===== src/sewr_pkg.sv =====
`timescale 1ns / 1ps
// ----------------------------------------------------------------------------
// sewr_pkg: shared types and constants
// Sizes, register indexes and the multiply-accumulate command for the echo.
// ----------------------------------------------------------------------------
package sewr_pkg;

	localparam int DELAY_DEPTH = 131072;
	localparam int AW          = $clog2(DELAY_DEPTH);
	localparam int LEN_W       = AW + 1;
	localparam int FADE_LEN    = 9600;
	localparam bit DIRECT_MODE = 1'b0;

	localparam logic [17:0] ONE_Q16  = 18'd65536;
	localparam logic [15:0] FB_MAX   = 16'd65024;

	// Register indexes of the configuration port
	localparam logic [2:0] REG_PAN    = 3'd0;
	localparam logic [2:0] REG_LDELAY = 3'd1;
	localparam logic [2:0] REG_RDELAY = 3'd2;
	localparam logic [2:0] REG_CMIX   = 3'd3;
	localparam logic [2:0] REG_FB     = 3'd4;
	localparam logic [2:0] REG_DAMP   = 3'd5;
	localparam logic [2:0] REG_REV    = 3'd6;
	localparam logic [2:0] REG_SWELL  = 3'd7;

	localparam int ACC_W = 64;
	localparam int OP_W  = 20;

	// Accumulator preload: zero, or the rounding half for a shift by 16 or 32
	typedef enum logic [1:0] {
		INIT_ZERO = 2'd0,
		INIT_H15  = 2'd1,
		INIT_H31  = 2'd2
	} init_t;

	typedef struct packed {
		logic                   en;
		logic                   load;
		init_t                  init;
		logic                   sh16;
		logic signed [OP_W-1:0] x;
		logic signed [OP_W-1:0] y;
	} mac_op_t;

endpackage


===== src/sewr_mac.sv =====
`timescale 1ns / 1ps
// ----------------------------------------------------------------------------
// sewr_mac: shared multiply-accumulate unit
// One signed 20x20 product per enabled cycle, optionally shifted up by 16,
// added to the accumulator or to a preload of zero or a rounding half.
// ----------------------------------------------------------------------------
module sewr_mac
	import sewr_pkg::*;
(
	input  logic                    clk,
	input  mac_op_t                 op,
	output logic signed [ACC_W-1:0] acc
);

	logic signed [2*OP_W-1:0] prod;
	logic signed [ACC_W-1:0]  prod_x;
	logic signed [ACC_W-1:0]  base;
	logic signed [ACC_W-1:0]  acc_q;

	always_comb begin
		prod   = op.x * op.y;
		prod_x = ACC_W'(prod);
		if (op.sh16) begin
			prod_x = prod_x <<< 16;
		end
		base = acc_q;
		if (op.load) begin
			unique case (op.init)
				INIT_ZERO: base = '0;
				INIT_H15:  base = ACC_W'(64'sd32768);
				INIT_H31:  base = ACC_W'(64'sd2147483648);
				default:   base = '0;
			endcase
		end
	end

	always_ff @(posedge clk) begin
		if (op.en) begin
			acc_q <= base + prod_x;
		end
	end

	assign acc = acc_q;

endmodule

===== config.mk =====
export PLATFORM = sky130hd
export DESIGN_NAME = sewr_mac
export DESIGN_NICKNAME = d
export VERILOG_FILES = /design/src/sewr_pkg.sv /design/src/sewr_mac.sv
export SDC_FILE = /design/constraint.sdc
export NUM_CORES = 1
export LEC_CHECK = 0
export BUFFER_PORTS_ARGS = -buffer_cell sky130_fd_sc_hd__buf_2
export CAP_MARGIN = 15
export CORE_MARGIN = 10
export CORE_UTILIZATION = 55
export DETAILED_ROUTE_END_ITERATION = 8
export PLACE_DENSITY_LB_ADDON = 0.12
export SLEW_MARGIN = 0
export SYNTH_ARGS = -nofsm -noshare
export SYNTH_HDL_FRONTEND = slang
export SYNTH_SLANG_ARGS = --single-unit

===== constraint.sdc =====
create_clock -name clk -period 23.9 [get_ports clk]
set_input_delay 1.195 -clock clk [delete_from_list [all_inputs] [get_ports clk]]
set_output_delay 1.195 -clock clk [all_outputs]
set_load 0.05 [all_outputs]

==> impl_metrics.toml <==
[clock_network]
insertion_delay_ns = 0.34
path_clk_slew_ns = 0.06
htree_num_levels = 3
cts_tree = "done"
cts.sinks = 64
ctsResizeCount = 0
cts_setup_buffers = 0
cts_buffer_depth = 2
cts.root.buffer_cell = "clkbuf_16"
cts_buffers = 9
hold_buffers = 0

[placement]
hpwl_um = 46400
gp_congestion = 0.932
portBuffers = 109
post-place-ws_ns = 12.54

[floorplan]
row_count = 72
die_x_um = 219
design.die.area_sq_um = 47800
initial_utilization_pct = 55.8
io_pins = 110
dieHeight_um = 219
core-area_sq_um = 38800

[run]
cap_violations = 0

[yosys]
syn-num-nets = 3056
async_reset_ff_share_pct = 0
synthFlopType = "edfxtp_1"
yosysTopAreaCell = "fa_1"
synth_edf_count = 64
yosysWarningCount = 0
syn_area_sq_um = 21700
yosysMostFrequentCell = "inv_1"
syn_area_per_cell_sq_um = 8.96
ys_types = 65
synthCells = 2419
synth_seq_cells = 64
yosys.area.top_type_share_pct = 38.9
synthTopCellsByCount = "inv_1 (469), fa_1 (421), nand2_1 (243)"
yosys-top-cells-area = "fa_1 (39%), ha_1 (9.8%), edfxtp_1 (8.9%)"
synth_seq_area_share_pct = 8.87

[route]
wire_per_inst_um = 18.8
drt-total-wl_um = 55500
ant_nets = 0
dr_total_vias = 16300
drt_iter0_drc = 1049
drc_errors = 0
dr.pass1.iters = 6
via_per_inst = 5.53

[global_routing]
grt_max_degree = 67
grt_pass1_vias = 17500
grt_pass1_wl_um = 93400
antenna_found_initial = 1
globalRouteTotalUtil_pct = 24.2
grt-ovfl-total = 0

[worst_setup_path]
r2r_cells = 12
worst_path_largest_cell_delay_ns = 0.69
crit_top_cell = "fa_1"
end_kind = "register"
cp_slowest_cell = "fa_1"
cp_data_arrival_time_ns = 11.17
start_kind = "input pin"
cp.required_ns = 23.99
path_max_fanout = 20
path_class = "in2reg"

[status]
outcome = "completed"

[sta]
post-route-min-period_ns = 11.07
clock_skew_ns = 0.0141
min_period_over_period_pct = 46.3
fin_tns_setup_ns = 0
rsz0062_at_grt = "no"
final_max_slew_viol_count = 0
max_freq_mhz = 90.3
fin_hold_ws_ns = 0.711
max_slew_margin_pct = 46.9
hold_viol_final = 0
setup_slack_ns = 12.83
setup_violations = 0
worst_pin_slew_ns = 0.797

[min_path]
hold_depth = 2
hold_class = "reg2reg"

[final_layout]
largest_reg_flops = 64
fin_nets = 3065
drive_gt1_share_pct = 6.05
final_util_pct = 58.5
area_delta_synth_final_pct = 4.73
## cells by family (layout without fill, tap and decap cells)
kind of cell,count (synthesis),after routing,share of synthesized area (%)
AO/OA/AOI/OAI,327,327,9.94
XOR/XNOR,102,102,4.12
adder cells (fa/ha/maj),591,591,48.7
buffers and inverters,584,595,10.1
flip-flops,64,64,8.87
multiplexers,15,15,0.768
other,0,1,0
AND/OR/NAND/NOR,736,736,17.5
## metrics by stage
stage / area [sq um] / std cells
global placement: 22500 / 2935
floorplan: 21700 / 2419
finish: 22700 / 2949
CTS: 22700 / 2948
detailed placement: 22500 / 2935
global route: 22700 / 2948
## final timing paths
kind | start | end | slack [ns]
hold reg to reg | acc[0]$_DFFE_PP_ | acc[0]$_DFFE_PP_ | 0.71
setup / recovery | op[39] | acc[58]$_DFFE_PP_ | 12.83
hold / removal | acc[0]$_DFFE_PP_ | acc[0]$_DFFE_PP_ | 0.71
setup reg to reg | acc[6]$_DFFE_PP_ | acc[55]$_DFFE_PP_ | 20.06
## metal layers
layer,GRT usage (%),share of wire [%]
met5,0,0
met4,5.44,1.7
met3,3.80,5.8
met2,38.4,46
met1,34.2,46
## final cells by class
type / instances / area [sq um]
timing repair buffer: 112 / 568
multi-input combinational: 1771 / 17600
inverter: 470 / 1760
clock inverter: 3 / 12.5
fill: 3483 / 16100
tap: 518 / 648
antenna: 1 / 2.50
clock buffer: 10 / 229
sequential: 64 / 1920
## placed cells by master, fill, tap and decap left out, types with 17 or more instances in the layout
cell type  netlist  layout
nand2_1        243     243
inv_1          469     469
xor2_1          29      29
a21oi_1         94      94
buf_2            5     109
nor2_1          74      74
edfxtp_1        64      64
o21ai_0         58      58
o21bai_1        18      18
nor2b_1         76      76
nor3_1          17      17
xnor2_1         73      73
a21o_1          65      65
fa_1           421     421
nand3_1         28      28
and2_1         236     236
ha_1           170     170
## critical path, delay by kind of cell
kind	cells	cell delay, ns
AND/OR/NAND/NOR	5	1.19
buffers and inverters	6	0.82
AO/OA/AOI/OAI	14	3.02
adder cells (fa/ha/maj)	9	4.62
XOR/XNOR	2	0.30
Power is left out: the tool's default activity adds up to more than one toggle a clock period on the data nets, which glitch-free logic cannot reach.
